## config.mk

```make
export PLATFORM = sky130hd
export DESIGN_NAME = dzg_rem_step
export DESIGN_NICKNAME = d
export VERILOG_FILES = /design/src/rtl/dzg_rem_step.sv
export SDC_FILE = /design/constraint.sdc
export NUM_CORES = 1
export LEC_CHECK = 0
export ABC_AREA = 1
export BUFFER_PORTS_ARGS = -buffer_cell sky130_fd_sc_hd__buf_2
export CAP_MARGIN = 20
export CORE_UTILIZATION = 62
export DETAILED_ROUTE_END_ITERATION = 12
export PLACE_DENSITY_LB_ADDON = 0.08
export SLEW_MARGIN = 5
export SYNTH_ARGS = -nofsm -noshare
export SYNTH_HDL_FRONTEND = slang
export SYNTH_SLANG_ARGS = --single-unit
```

## constraint.sdc

```tcl
create_clock -name vclk -period 21.7
set_clock_uncertainty 0.15 [all_clocks]
set_input_delay 6.51 -clock vclk [all_inputs]
set_output_delay 6.51 -clock vclk [all_outputs]
set_load 0.01 [all_outputs]
```

## src/rtl/dzg_rem_step.sv

```systemverilog
// dzg_rem_step: eight restoring remainder steps, one input bit each
// depends on nothing but its parameters
`timescale 1ns / 1ps

module dzg_rem_step #(
  parameter int RW = 3
) (
  input  logic [RW-1:0] rem_in,
  input  logic [7:0]    bits_in,
  input  logic [RW:0]   divisor,
  output logic [RW-1:0] rem_out
);

  logic [RW-1:0] r;
  logic [RW:0]   t;

  always_comb begin
    r = rem_in;
    t = '0;
    for (int k = 7; k >= 0; k--) begin
      t = {r, bits_in[k]};
      if (t >= divisor) begin
        t = t - divisor;
      end
      r = t[RW-1:0];
    end
    rem_out = r;
  end

endmodule

```

==> run_results.csv, run 1 <==
group,metric,value,unit
status,status,"completed",
final_layout,drive_gt1_share,15.9,%
setup_path,startpoint_type,"input port",
synth,yosysTopAreaCellShare,30.1,%
floorplanning,die_h,48.3,um
sta,tightestPinTransition,0.356,ns
sta,tns,0,ns
drt,drtPass1Iterations,4,
sta,fin_crit,21.03,ns
drt,route.final.wire_length,2.73,mm
global_routing,antenna_found_initial,0,
final_layout,seq_cell_count,0,
final_layout,final_common_cell,"nand2_1",
final_layout,nFillCells,158,
floorplanning,die_w,48.3,um
floorplanning,die_area,2330,sq um
min_path,hp-class,"input port to primary output",
drt,vias,1295,
floorplanning,pin_count,18,
global_routing,grt_max_degree,9,
setup_path,crit_top_cell,"nand2_1",
final_layout,diodes,0,
final_layout,syn2layout_area_growth,12.1,%
setup_path,required,15.04,ns
sta,drv_slew,0,
setup_path,cpPeakStageDelay,0.44,ns
floorplanning,core-area,1980,sq um
sta,slew_headroom,76.3,%
synth,synth_top_area_cell,"ha_1",
drt,antenna_left,0,
setup_path,cpMaxStageDelayCell,"fa_1",
final_layout,final_nets,283,
setup_path,critPathArrivalTime,14.37,ns
final_layout,clock_buffers,0,
synth,synth_cell_types,19,
setup_path,worstSetupPathType,"input port to primary output",
run,cap_violations,0,
global_routing,grt_pass1_wl,4.24,mm
synth,yosys-top-cells-area,"ha_1 30%, nand2_1 18%, inv_1 12%",
final_layout,layout_common_cells,"60 x nand2_1, 43 x inv_1, 32 x ha_1",
drt,drc,0,
global_routing,grt-ovfl-total,0,
floorplanning,rows,16,
sta,fmax,47.6,MHz
synth,syn_area,1330,sq um
global_routing,first_global_vias,1077,
synth,synthCells,207,
sta,post-route-period-util,96.9,%
floorplanning,start_util,67.0,%
place,port_buffers,18,
setup_path,cp_max_fo,8,
sta,setup_viol,0,
clock_tree,post_cts_buffers,0,
sta,rsz0062_at_grt,"false",
sta,whs,13.19,ns
drt,wl_per_cell,10.8,um
sta,hold_viol_final,0,
drt,drtIter0Drc,16,
synth,ys_seq_area_share,0,%
synth,yosys_warnings,0,
place,place.gp.congestion,0.821,
place,place_hpwl,2.38,mm
final_layout,regArea,0,sq um
synth,syn_avg_cell_area,6.42,sq um
drt,drt-vias-per-instance,5.12,
clock_tree,holdBufCountCts,0,
setup_path,endpoint_kind,"primary output",
global_routing,grt_use_total,25.4,%
synth,synthesis.nets,262,
## stage by stage
stage | cell area, sq um | cells | utilization (%) | setup slack, ns
6_report | 1490 | 253 | 75.1 | 0.674
5_1_grt | 1490 | 253 | 75.1 | 0.0431
4_1_cts | 1460 | 253 | 73.7 | 0.437
3_5_place_dp | 1460 | 253 | 73.7 | 0.446
3_3_place_gp | 1460 | 253 | 73.7 | 0.748
2_1_floorplan | 1330 | 207 | - | 1.44
## kinds of logic (layout without fill, tap and decap cells)
family                     Yosys count  after routing  share of synthesized area [%]
adders and majority gates           40             40                           42.2
buffers and inverters               44             63                           12.4
xor gates and xnor gates             8              8                           5.27
AOI/OAI and AO/OA                   13             13                           5.46
and+or+nand+nor                    102            102                           34.7
## final timing paths
path | startpoint | to | slack (ns) | cells past startpoint
max | divisor[0] | rem_out[0] | 0.67 | 51
min | bits_in[0] | rem_out[0] | 13.19 | 4
## routing by layer
metal	up-vias	track usage, %	routed length [um]
met4	0	3.89	27
met5	-	0	0
li1	688	-	-
met3	4	1.11	89
met2	30	49.6	1420
met1	573	30.6	1190
## timing repair
action,in CTS,in global routing
endpoints found under the hold margin,0,0
endpoints found under the setup margin,0,3
gates resized for setup,0,12
## area by class of cell
cell class | instances | area, sq um | share of cell area, %
multi-input combinational | 163 | 1190 | 79.7
timing repair buffer | 19 | 103 | 6.89
inverter | 44 | 165 | 11.1
tap | 27 | 33.8 | 2.27
## cells in the mapped netlist
master	number
o21ai_0	3
nor2_1	1
xor2_1	1
nand3_2	1
nor2_2	1
inv_1	44
nand3_1	21
nand2_2	2
o21ai_2	1
and2_1	10
nand4_1	1
ha_1	32
a21oi_1	7
a21oi_2	1
nand2_1	63
xnor2_1	7
fa_1	8
o21ai_1	1
and2_4	2
## worst max-delay path, delay by kind of cell
family                   cells  cell delay [ns]
AND/OR/NAND/NOR             35             3.64
adder cells (fa/ha/maj)      9             3.43
buffers and inverters        6             0.60
AO/OA/AOI/OAI                1             0.14
Power of run 1 is left out: the tool's default activity adds up to more than one toggle a clock period on the data nets, which glitch-free logic cannot reach.
==> run 2: changes to the inputs <==
==> constraint.sdc (replaced) <==
create_clock -name vclk -period 21.7
set_clock_uncertainty 0.15 [all_clocks]
set_input_delay 4.34 -clock vclk [all_inputs]
set_output_delay 4.34 -clock vclk [all_outputs]
set_load 0.01 [all_outputs]
==> run 2 against run 1 <==
Effect of this change:
- via count shrank 2.3%
- worst setup slack gained 3.9 ns
- global-route usage shrank 0.34 points
- wire length shrank 2.9%
- non-clock buffer count shrank 1
- critical endpoint unchanged
- highest routed layer is now met3
==> run_results.csv, run 2 (same netlist as run 1, synthesis figures left out) <==
group,metric,value,unit
clock_tree,cts.repair.resized,0,
final_layout,regArea,0,sq um
clock_tree,holdBufCountCts,0,
place,place.gp.congestion,0.758,
floorplanning,die_area,2330,sq um
global_routing,grt-ovfl-total,0,
final_layout,syn2layout_area_growth,9.32,%
min_path,hp-class,"input port to primary output",
setup_path,worstSetupPathType,"input port to primary output",
drt,drt-vias-per-instance,5.02,
global_routing,antenna_found_initial,0,
sta,drv_slew,0,
drt,antenna_left,0,
setup_path,cpMaxStageDelayCell,"fa_1",
drt,drtIter0Drc,24,
sta,rsz0062_at_grt,"false",
floorplanning,rows,16,
sta,slew_headroom,68.7,%
status,status,"completed",
place,place_hpwl,2.35,mm
final_layout,clock_buffers,0,
sta,tightestPinTransition,0.469,ns
final_layout,final_nets,282,
sta,setup_viol,0,
min_path,hold_path_depth,4,
final_layout,drive_gt1_share,11.6,%
min_path,min_to,"rem_out[0]",
setup_path,path_delay_family,"simple AND/OR/NAND/NOR gates",
drt,route.final.wire_length,2.65,mm
floorplanning,die_h,48.3,um
global_routing,grt_pass1_wl,4.28,mm
sta,tns,0,ns
final_layout,nFillCells,172,
global_routing,grt_use_total,25.0,%
setup_path,required,17.21,ns
setup_path,cp_max_fo,10,
floorplanning,core-area,1980,sq um
sta,fmax,58.6,MHz
drt,vias,1265,
setup_path,critPathArrivalTime,12.59,ns
run,cap_violations,0,
final_layout,diodes,0,
sta,fin_crit,17.08,ns
final_layout,layout_common_cells,"63 x nand2_1, 44 x inv_1, 32 x ha_1",
setup_path,cpPeakStageDelay,0.50,ns
global_routing,grt_max_degree,11,
floorplanning,start_util,67.0,%
final_layout,seq_cell_count,0,
global_routing,first_global_vias,1157,
drt,wl_per_cell,10.5,um
place,port_buffers,18,
setup_path,crit_top_cell,"nand2_1",
setup_path,endpoint_kind,"primary output",
clock_tree,post_cts_buffers,0,
sta,post-route-period-util,78.7,%
min_path,hp-start,"bits_in[0]",
drt,drc,0,
drt,drtPass1Iterations,4,
setup_path,startpoint_type,"input port",
floorplanning,die_w,48.3,um
final_layout,final_common_cell,"nand2_1",
sta,hold_viol_final,0,
floorplanning,pin_count,18,
setup_path,cp_num_buf_inv,15,
-- run 2: worst max-delay path by stage --
stage,start,endpoint,slack [ns],depth (start not counted)
finish,divisor[1],rem_out[0],4.62,60
floorplan,divisor[1],rem_out[0],5.78,48
detailed placement,divisor[1],rem_out[0],4.66,60
CTS,divisor[1],rem_out[0],4.64,60
global placement,divisor[1],rem_out[2],4.95,62
global route,divisor[1],rem_out[0],3.80,63
-- run 2: layout make-up --
type	count	area (sq um)	area share [%]
inverter	44	165	11.4
timing repair buffer	18	90.1	6.20
tap	27	33.8	2.33
multi-input combinational	163	1160	80.1
-- run 2: layer usage --
layer  track usage, %  wire, um  up-vias  part of all wire [%]
met2             51.2      1420       20                    54
met5                0         0        -                     0
met3            0.741        47        0                   1.8
met4            0.556         0        0                     0
met1             29.8      1180      563                    45
li1                 -         -      682                     -
-- run 2: stage by stage --
| step | setup slack (ns) | util [%] | hold WS, ns | cell area, sq um | cells |
|---|---|---|---|---|---|
| finish | 4.62 | 73.3 | 8.83 | 1450 | 252 |
| global route | 3.80 | 73.3 | 8.91 | 1450 | 252 |
| CTS | 4.64 | 73.3 | 8.84 | 1450 | 252 |
| detailed placement | 4.66 | 73.3 | 8.83 | 1450 | 252 |
| global placement | 4.95 | 73.3 | 8.83 | 1450 | 252 |
| floorplan | 5.78 | - | 8.69 | 1330 | 207 |
Power of run 2 is left out for the same reason.
