## config.mk

```make
export PLATFORM = sky130hd
export DESIGN_NAME = dzg_out_fifo
export DESIGN_NICKNAME = d
export VERILOG_FILES = /design/src/rtl/dzg_pkg.sv /design/src/rtl/dzg_out_fifo.sv
export SDC_FILE = /design/constraint.sdc
export NUM_CORES = 1
export LEC_CHECK = 0
export BUFFER_PORTS_ARGS = -buffer_cell sky130_fd_sc_hd__buf_2
export CAP_MARGIN = 20
export CELL_PAD_IN_SITES_DETAIL_PLACEMENT = 0
export CELL_PAD_IN_SITES_GLOBAL_PLACEMENT = 1
export CORE_MARGIN = 3
export CORE_UTILIZATION = 45
export CTS_CLUSTER_DIAMETER = 200
export DETAILED_ROUTE_END_ITERATION = 6
export HOLD_SLACK_MARGIN = 0.12
export PLACE_DENSITY = 0.76
export SYNTH_ARGS = -nofsm -noshare
export SYNTH_HDL_FRONTEND = slang
export SYNTH_SLANG_ARGS = --single-unit
```

## constraint.sdc

```tcl
create_clock -name clk -period 2.4 [get_ports clk]
set_clock_uncertainty 0.1 [all_clocks]
set_input_delay 0.36 -clock clk [delete_from_list [all_inputs] [get_ports clk]]
set_output_delay 0.36 -clock clk [all_outputs]
set_load 0.02 [all_outputs]
```

## src/rtl/dzg_pkg.sv

```systemverilog
// dzg_pkg: shared types, codes and constants of the discrete ziggurat trial core
// no dependencies
`timescale 1ns / 1ps

package dzg_pkg;

  // fixed-point formats
  localparam int FRAC_BITS  = 16;
  localparam int HW         = FRAC_BITS + 2;  // layer height q2.f
  localparam int RHW        = FRAC_BITS + 1;  // density value q1.f
  localparam int HEIGHT_MOD = 60001;
  localparam int HEIGHT_DEN = 60000;

  localparam int LAYER_ENTRIES_DEF = 8;
  localparam int MAX_X_DEF         = 64;
  localparam int OUT_DEPTH         = 10;

  localparam logic [2:0]  NUM_LAYERS_RST = 3'd7;
  localparam logic [13:0] SIGMA_RST      = 14'd435;

  typedef enum logic [1:0] {
    OP_LAYER_WR = 2'd0,
    OP_DENS_WR  = 2'd1,
    OP_TRIAL    = 2'd2,
    OP_NONE     = 2'd3
  } op_t;

  typedef enum logic [1:0] {
    ST_WRITTEN = 2'd0,
    ST_ACCEPT  = 2'd1,
    ST_REJECT  = 2'd2,
    ST_UNUSED  = 2'd3
  } status_t;

  typedef enum logic {
    CFG_NUM_LAYERS = 1'b0,
    CFG_SIGMA      = 1'b1
  } cfg_idx_t;

  typedef struct packed {
    status_t            status;
    logic signed [6:0]  sample;
  } result_t;

  typedef struct packed {
    op_t         op;
    logic [5:0]  idx;
    logic [5:0]  bound;
    logic [17:0] value;
    logic [15:0] lr;
    logic        sgn;
    logic [15:0] xr;
    logic        coin;
    logic [15:0] hr;
  } item_t;

endpackage

```

## src/rtl/dzg_out_fifo.sv

```systemverilog
// dzg_out_fifo: small result queue that decouples the pipeline from the consumer
// depends on dzg_pkg
`timescale 1ns / 1ps

module dzg_out_fifo #(
  parameter int DEPTH = dzg_pkg::OUT_DEPTH
) (
  input  logic             clk,
  input  logic             rst,
  input  logic             push,
  input  dzg_pkg::result_t push_data,
  output logic             out_valid,
  input  logic             out_stall,
  output dzg_pkg::result_t out_data
);
  import dzg_pkg::*;

  localparam int PW = $clog2(DEPTH);
  localparam int CW = $clog2(DEPTH + 1);

  result_t       mem [DEPTH];
  logic [PW-1:0] head;
  logic [PW-1:0] tail;
  logic [CW-1:0] count;
  logic          pop;

  assign out_valid = (count != '0);
  assign pop       = out_valid && !out_stall;
  assign out_data  = mem[head];

  always_ff @(posedge clk) begin
    if (push) begin
      mem[tail] <= push_data;
    end
  end

  always_ff @(posedge clk) begin
    if (rst) begin
      head  <= '0;
      tail  <= '0;
      count <= '0;
    end else begin
      if (push) begin
        tail <= (tail == PW'(DEPTH - 1)) ? '0 : tail + 1'b1;
      end
      if (pop) begin
        head <= (head == PW'(DEPTH - 1)) ? '0 : head + 1'b1;
      end
      count <= count + CW'(push) - CW'(pop);
    end
  end

endmodule

```

==> impl_metrics.yaml, run 1 <==
setup_path:
  path_max_fanout: 5
  rr_worst_depth: 10
  slowest_stage: "dfxtp_1"
  path_class: "reg2out"
  path_buf_inv: 1
  cp-start-kind: "flop"
  arrival_ps: 1850
  path_delay_family: "compound AO/OA/AOI/OAI gates"
  cpPeakStageDelay_ps: 400
  cp.required_ps: 1940
  crit_cells: 5
  cp-end-kind: "primary output"
  crit_chain: "nand2b_1 -> o22ai_1 -> a221o_1 -> o21ai_1 -> buf_2"
sta:
  layout_setup_ws_ps: 87.7
  final_max_slew_viol_count: 0
  hold_viol_final: 0
  max_freq_mhz: 432
  maxSlewHeadroom_pct: 65.4
  fin_crit_ps: 2310
  rsz0062_at_grt: "true"
  fin_tns_setup_ps: 0
  worst_slew_pin_slew_ps: 516
  fin_crit_sh_pct: 96.3
  finalSetupViolCount: 0
floorplanning:
  pin_count: 23
  die_x_um: 104
  dieArea_mm2: 0.0108
  core_area_mm2: 0.00928
  initial_utilization_pct: 46.5
  row_count: 35
  die_h_um: 104
route:
  drcViolationCount: 0
  drt_wl_total_mm: 7.57
  antenna_left: 0
  drt_iter0_drc: 85
  dr.pass1.iters: 4
  viasPerCell: 5.09
  wire_per_inst_um: 16.9
  num_vias: 2280
layout:
  drive_above_1_share_pct: 28.5
  num_antenna_cells: 0
  syn_to_final_growth_pct: 12.1
  layout.nets: 332
  layout_commonest_cell: "edfxtp_1"
  fill_cells: 794
  multi_input_area_mm2: 0.00118
  regArea_mm2: 0.00303
  most-common-layout-cells: "edfxtp_1 (90), mux2_2 (27), buf_2 (22)"
clock_tree:
  postCtsSetupBuffers: 0
  clk_transition_reported_paths_ps: 100
  clk_path_buf_depth: 2
  htree_num_levels: 3
  cts_buffers: 9
  insertion_delay_ps: 360
  clkSinkCount: 106
  tritoncts: "yes"
  root_buffer: "clkbuf_8"
global_route:
  grt_pass1_wl_mm: 12.2
  met2_usage_pct: 23.7
  busiest_layer: "met2"
  grtUsageMet1_pct: 19.3
  grt_usage_pct: 14.8
  grt.overflow.total: 0
  grt_max_degree: 26
  antenna_found_initial: 0
  grt_pass1_vias: 2276
  grt_util_met3_pct: 5.28
synthesis:
  ys_seq_elements: 106
  syn_avg_cell_area_um2: 15.6
  synth_ff_type: "edfxtp_1"
  synth_area_leaders: "edfxtp_1 (63%), dfxtp_1 (7.4%), mux2_2 (7.0%)"
  seq_area_frac_synth_pct: 70.0
  synth_area_mm2: 0.00432
  synth_edf_count: 90
  netlist_instances: 277
  yosysTopAreaCell: "edfxtp_1"
  syn_nets: 295
  synth.distinct_cells: 42
  ys.warnings.count: 0
  synth_top_area_share_pct: 62.6
  synthArstFlopShare_pct: 0
hold_path:
  whs_path_depth: 1
  min_path_type: "in2reg"
placement:
  place_ws_ps: 226
  io_buffers: 22
  globalplace.congestion: 0.737
  hpwl_mm: 4.88
pwr:
  p_leak_nw: 1.62
  vdd_drop_max_uv: 382
  p_per_area_mw_per_mm2: 823
status:
  status: "finished, final reports clean"
job:
  maxCapViolations: 0
[sequential cells by signal, indices dropped and copies added (netlist names), named ones only]
signal  cells
tail        4
mem        90
count       4
head        4
[routing by layer]
metal / up-vias / wire (µm)
li1: 1129 / -
met1: 1121 / 3520
met2: 26 / 3730
met3: 4 / 236
met4: 0 / 74
met5: - / 0
[where the power goes]
part / internal (mW) / switching, mW / total, mW
registers: 2.07 / 0.0513 / 2.12
logic: 0.394 / 0.432 / 0.826
clock network: 0.405 / 0.632 / 1.04
[cell usage after synthesis, drive strengths merged, types with 5 or more instances]
cell type and count:
a21oi 5, a22oi 6, buf 8, clkbuf 5
dfxtp 16, edfxtp 90, inv 6, mux2 27
mux2i 20, nand2 15, nor2 19, o21ai 10
o221ai 5
[through the flow]
stage                     power [mW]  hold WS [ps]  std cells  area (µm²)  util [%]
final                           3.98           178        448        4840      52.1
after detailed placement        2.99           432        432        4640      49.9
after global placement          2.98           421        432        4640      49.9
after CTS                       4.03           160        448        4830      52.0
after global routing            4.22           164        448        4840      52.1
after floorplan                 2.82           329        277        4320         -
[worst paths after layout]
kind	from	to	slack (ps)
worst min register to register	head[0]	head[0]	440
worst max-delay path	flop	out_data[5]	90
worst max register to register	count[2]	count[2]	210
worst min-delay path	push_data[6]	mem[8][6]	180
[layout make-up]
type | count | share of cell area, %
Sequential cell | 106 | 62.6
Multi-Input combinational cell | 152 | 24.5
Timing Repair Buffer | 39 | 5.25
Tap cell | 129 | 3.34
Clock buffer | 9 | 2.56
Clock inverter | 7 | 1.34
Inverter | 6 | 0.465
[logic make-up after synthesis]
kind of cell / count (synthesis) / share of synthesized area (%)
fa+ha+maj: 5 / 1.62
flops: 106 / 70.0
compound gates: 37 / 5.86
buf+inv: 19 / 2.96
xor+xnor: 5 / 1.01
mux: 47 / 11.7
simple gates: 58 / 6.81
[worst register-to-register path, cell delays in order, from the launching register on]
cell and delay, ps:
dfxtp_1 330, inv_1 50, ha_1 180, nor3b_2 180
or3_1 360, nand2_1 80, ha_1 150, inv_1 50
fa_1 380, xor2_1 140, nor2_1 50
[what timing repair did]
action / in CTS / in global routing
pin swaps: 0 / 0
gates resized for setup: 2 / 3
hold endpoints to repair: 0 / 0
setup endpoints to repair: 7 / 9
hold buffers: 0 / 0
Power figures use the tool's default switching activity.
==> inputs of run 2 (changes only) <==
--- a/config.mk
+++ b/config.mk
@@ -13,7 +13,7 @@
 export CORE_UTILIZATION = 45
 export CTS_CLUSTER_DIAMETER = 200
 export DETAILED_ROUTE_END_ITERATION = 6
-export HOLD_SLACK_MARGIN = 0.12
+export HOLD_SLACK_MARGIN = 0.05
 export PLACE_DENSITY = 0.76
 export SYNTH_ARGS = -nofsm -noshare
 export SYNTH_HDL_FRONTEND = slang
==> constraint.sdc (replaced) <==
create_clock -name clk -period 2.4 [get_ports clk]
set_clock_uncertainty 0.1 [all_clocks]
set_input_delay 0.12 -clock clk [delete_from_list [all_inputs] [get_ports clk]]
set_output_delay 0.12 -clock clk [all_outputs]
set_load 0.02 [all_outputs]
==> run 2 against run 1 <==
  * First-iteration DRC count rose by 16%
  * Sequential power barely moved
  * Critical path depth rose by 1
  * Critical endpoint is now out_data[4]
  * Cell area rose by 1.7%
  * Power fell by 1.8%
  * Via count rose by 3.5%
  * Routed wire length rose by 3.4%
  * Worst hold slack improved by 270 ps
  * Count of clock-buffer cells in the layout rose by 3
  * Fmax rose by 6.3%
  * Largest power group unchanged
  * Critical path type unchanged
  * Final cell count rose by 2.7%
==> impl_metrics.yaml, run 2 (synthesis gave the netlist of run 1 again) <==
pwr:
  p_per_area_mw_per_mm2: 795
  p_leak_nw: 1.65
  vdd_drop_max_uv: 402
floorplanning:
  initial_utilization_pct: 46.5
  die_h_um: 104
  die_x_um: 104
  dieArea_mm2: 0.0108
  pin_count: 23
  core_area_mm2: 0.00928
  row_count: 35
route:
  drt_wl_total_mm: 7.82
  wire_per_inst_um: 17.0
  dr.pass1.iters: 4
  antenna_left: 0
  drcViolationCount: 0
  viasPerCell: 5.13
  drt_iter0_drc: 99
  num_vias: 2360
clock_tree:
  postCtsSetupBuffers: 0
  clk_path_buf_depth: 2
  clkSinkCount: 106
  insertion_delay_ps: 350
  tritoncts: "yes"
  cts_buffers: 9
  clk_transition_reported_paths_ps: 90
  root_buffer: "clkbuf_8"
  htree_num_levels: 3
setup_path:
  rrSetupSlack_ps: 230
  cp-start-kind: "flop"
  r2r_start: "count[2]"
  rr_worst_depth: 10
  cp.required_ps: 2180
  path_max_fanout: 45
  r2r_end: "count[2]"
  crit_end: "out_data[4]"
  cp-end-kind: "primary output"
  path_class: "reg2out"
  arrival_ps: 1960
hold_path:
  holdCritStartpoint: "head[3]"
  min_path_type: "reg2reg"
placement:
  globalplace.congestion: 0.704
  io_buffers: 22
  hpwl_mm: 4.92
sta:
  worst_slew_pin_slew_ps: 725
  maxSlewHeadroom_pct: 51.6
  hold_viol_final: 0
  rsz0062_at_grt: "false"
  fin_crit_ps: 2180
  max_freq_mhz: 460
  fin_tns_setup_ps: 0
  final_max_slew_viol_count: 0
  finalSetupViolCount: 0
  fin_crit_sh_pct: 90.6
layout:
  regMostFlops: "mem"
  drive_above_1_share_pct: 25.4
  layout_commonest_cell: "edfxtp_1"
  fin_util_pct: 53.0
  largest_reg_flops: 90
  num_antenna_cells: 0
  fill_cells: 792
  most-common-layout-cells: "edfxtp_1 (90), mux2_2 (27), buf_2 (22)"
  layout.nets: 344
  syn_to_final_growth_pct: 14.0
global_route:
  grt_pass1_wl_mm: 12.4
  grt.overflow.total: 0
  grt_max_degree: 46
  grt_usage_pct: 15.1
  grt_pass1_vias: 2390
  antenna_found_initial: 0
job:
  maxCapViolations: 0
status:
  status: "finished, final reports clean"
run 2: area by class of cell:
cell class	instances	area (µm²)	share of cell area, %
well taps	129	161	3.28
clock inverters	4	27.5	0.559
flip-flops and latches	106	3020	61.5
clock buffers	12	135	2.75
inverters	6	22.5	0.458
multi-input cells	152	1180	23.9
repair buffers	51	373	7.58
run 2: timing repair:
item,CTS,global route
hold endpoints to repair,105,0
gates resized for setup,0,0
hold buffers,13,0
run 2: layer usage:
layer / vias up / share of wire [%] / global-route usage, % / routed length [µm]
met4: 0 / 1.4 / 5.98 / 111
met2: 29 / 51 / 26.1 / 4000
met3: 9 / 2.7 / 2.36 / 214
li1: 1156 / - / - / -
met5: - / 0 / 0 / 0
met1: 1166 / 45 / 19.0 / 3490
run 2: worst min-delay path by stage:
stage	to	slack, ps	cells past startpoint
floorplan	flop	90	1
CTS	head[0]	460	2
detailed placement	mem[9][6]	320	1
global route	head[3]	500	2
global placement	mem[8][6]	310	1
finish	head[3]	450	2
run 2: critical path, cell delays in order (launching register included):
cell and delay [ps]:
dfxtp_2 350, buf_12 260, mux2_2 380, o22ai_1 180, a221o_1 140, o21ai_1 70
buf_2 200
run 2: metrics by stage:
stage / hold slack, ps / worst slack [ps] / total power [mW] / instance area, µm² / instances
detailed placement: 322 / 230 / 3.00 / 4630 / 431
finish: 449 / 225 / 3.91 / 4920 / 460
floorplan: 89.1 / 307 / 2.82 / 4320 / 277
CTS: 456 / 171 / 3.96 / 4920 / 460
global route: 502 / 91.4 / 4.11 / 4920 / 460
global placement: 311 / 297 / 2.97 / 4630 / 431
run 2: report_power, final:
group          switching, mW  total, mW  internal (mW)
combinational          0.445      0.845          0.400
sequential            0.0435       2.11           2.07
clock                  0.574      0.955          0.381
total                   1.06       3.91           2.85
==> inputs of run 3 (changes only) <==
--- a/config.mk
+++ b/config.mk
@@ -7,14 +7,14 @@
 export LEC_CHECK = 0
 export BUFFER_PORTS_ARGS = -buffer_cell sky130_fd_sc_hd__buf_2
 export CAP_MARGIN = 20
-export CELL_PAD_IN_SITES_DETAIL_PLACEMENT = 0
-export CELL_PAD_IN_SITES_GLOBAL_PLACEMENT = 1
+export CELL_PAD_IN_SITES_DETAIL_PLACEMENT = 2
+export CELL_PAD_IN_SITES_GLOBAL_PLACEMENT = 2
 export CORE_MARGIN = 3
-export CORE_UTILIZATION = 45
+export CORE_UTILIZATION = 44
 export CTS_CLUSTER_DIAMETER = 200
 export DETAILED_ROUTE_END_ITERATION = 6
 export HOLD_SLACK_MARGIN = 0.05
-export PLACE_DENSITY = 0.76
+export PLACE_DENSITY = 0.84
 export SYNTH_ARGS = -nofsm -noshare
 export SYNTH_HDL_FRONTEND = slang
 export SYNTH_SLANG_ARGS = --single-unit
==> run 3 against run 2 <==
  * Die area increased by 2.1%
  * Register-to-register slack got worse by 60 ps
  * Worst hold slack improved by 40 ps
  * Power increased by 4.0%
  * Combinational power up 5.7%
  * Fmax shrank 2.6%
  * Non-clock buffer count fell by 1
  * Global-route usage rose by 5.3 points
  * Largest cell class unchanged
  * Highest routed layer unchanged
==> impl_metrics.yaml, run 3 (synthesis gave the netlist of run 1 again) <==
layout:
  num_antenna_cells: 0
  fin_util_pct: 52.7
  largest_reg_flops: 90
  layout_commonest_cell: "edfxtp_1"
  regMostFlops: "mem"
  fin_area_mm2: 0.00494
  drive_above_1_share_pct: 26.1
  layout.nets: 343
  syn_to_final_growth_pct: 14.5
  fill_cells: 886
  most-common-layout-cells: "edfxtp_1 (90), mux2_2 (27), buf_2 (22)"
sta:
  worst_slew_pin_slew_ps: 548
  fin_tns_setup_ps: 0
  max_freq_mhz: 448
  rsz0062_at_grt: "false"
  fin_crit_sh_pct: 93.1
  final_max_slew_viol_count: 0
  layout_setup_ws_ps: 166
  fin_crit_ps: 2230
  hold_viol_final: 0
  maxSlewHeadroom_pct: 63.4
  finalSetupViolCount: 0
floorplanning:
  initial_utilization_pct: 46.0
  row_count: 35
  die_h_um: 105
  die_x_um: 105
  dieArea_mm2: 0.0110
  core_area_mm2: 0.00937
  pin_count: 23
hold_path:
  min_path_type: "reg2reg"
  holdCritStartpoint: "head[3]"
placement:
  hpwl_mm: 7.33
  io_buffers: 22
  dpl_cell_area_mm2: 0.00463
  place_ws_ps: 139
  globalplace.congestion: 0.724
setup_path:
  path_max_fanout: 6
  cpPeakStageDelay_ps: 370
  path_class: "reg2reg"
  arrival_ps: 2370
  crit_chain: "inv_1 -> ha_1 -> nor3b_2 -> or3_4 -> nand2_1 -> ha_2 -> inv_1 -> fa_1 -> xor2_1 -> nor2_1"
  cp.required_ps: 2540
  cp-startpoint: "count[2]"
  path_common_cell: "inv_1"
  cp-start-kind: "flop"
  cp-end-kind: "flop"
  slowest_stage: "fa_1"
  r2r_start: "count[2]"
status:
  status: "finished, final reports clean"
clock_tree:
  htree_num_levels: 3
  tritoncts: "yes"
  cts_buffers: 9
  root_buffer: "clkbuf_8"
  clk_transition_reported_paths_ps: 90
  clk_path_buf_depth: 2
  clkSinkCount: 106
  insertion_delay_ps: 350
pwr:
  p_leak_nw: 1.65
  p_per_area_mw_per_mm2: 823
  vdd_drop_max_uv: 377
route:
  dr.pass1.iters: 4
  drt_wl_total_mm: 10.7
  num_vias: 2479
  wire_per_inst_um: 23.3
  drcViolationCount: 0
  drt_iter0_drc: 111
  antenna_left: 0
  viasPerCell: 5.40
global_route:
  grt_max_degree: 46
  grt.overflow.total: 0
  grt_pass1_vias: 2764
  grt_pass1_wl_mm: 16.6
  grt_usage_pct: 20.3
  antenna_found_initial: 0
job:
  maxCapViolations: 0
## run 3: cell types whose count changed in the layout (fill, tap and decap cells not counted), sizes merged
cell,previous run,this run
clkinv,2,3
dlygate4sd3,13,12
bufinv,0,1
clkbuf,12,11
inv,7,6
## run 3: worst max-delay path, delay by kind of cell, from the launching register on
family	cells	cell delay, ps
buf+inv	2	130
xor+xnor	1	140
flops	1	330
simple gates	4	680
fa+ha+maj	3	740
## run 3: per-stage QoR
step	instances	hold slack [ps]	power, mW
5_1_grt	459	533	4.26
4_1_cts	459	446	4.09
3_5_place_dp	431	332	3.04
2_1_floorplan	277	89.1	2.82
3_3_place_gp	431	312	2.98
6_report	459	488	4.07
## run 3: what timing repair did
| item | 4_1_cts | 5_1_grt |
|---|---|---|
| hold endpoints to repair | 101 | 0 |
| endpoints found under the setup margin | 0 | 1 |
| buffers inserted | 0 | 0 |
| resized for setup | 0 | 2 |
| hold buffers | 12 | 0 |
## run 3: per-layer routing
layer  up-vias  share of wire [%]  track usage, %  wire (µm)
met3        14                1.8            3.03        190
met2        28                 53            35.7       5650
met1      1284                 44            26.0       4700
li1       1153                  -               -          -
met5         -                  0               0          0
met4         0                1.4            6.28        155
## run 3: final timing paths
kind              endpoint  cells after the start  slack [ps]
setup / recovery  count[2]                     10         170
hold / removal     head[3]                      2         490
setup reg to reg  count[2]                     10         170
hold reg to reg    head[3]                      2         490
## run 3: layout make-up
type | instances | area, µm² | share of cell area [%]
Clock buffer | 11 | 131 | 2.66
Clock inverter | 5 | 55.1 | 1.11
Inverter | 6 | 22.5 | 0.456
Multi-Input combinational cell | 152 | 1180 | 24.0
Sequential cell | 106 | 3020 | 61.2
Tap cell | 129 | 161 | 3.27
Timing Repair Buffer | 50 | 363 | 7.34
## run 3: power by group
part	leakage, nW	internal [mW]	switching, mW
clock	0.0909	0.481	0.573
sequential	0.947	2.07	0.0511
combinational	0.615	0.408	0.485
total	1.65	2.96	1.11
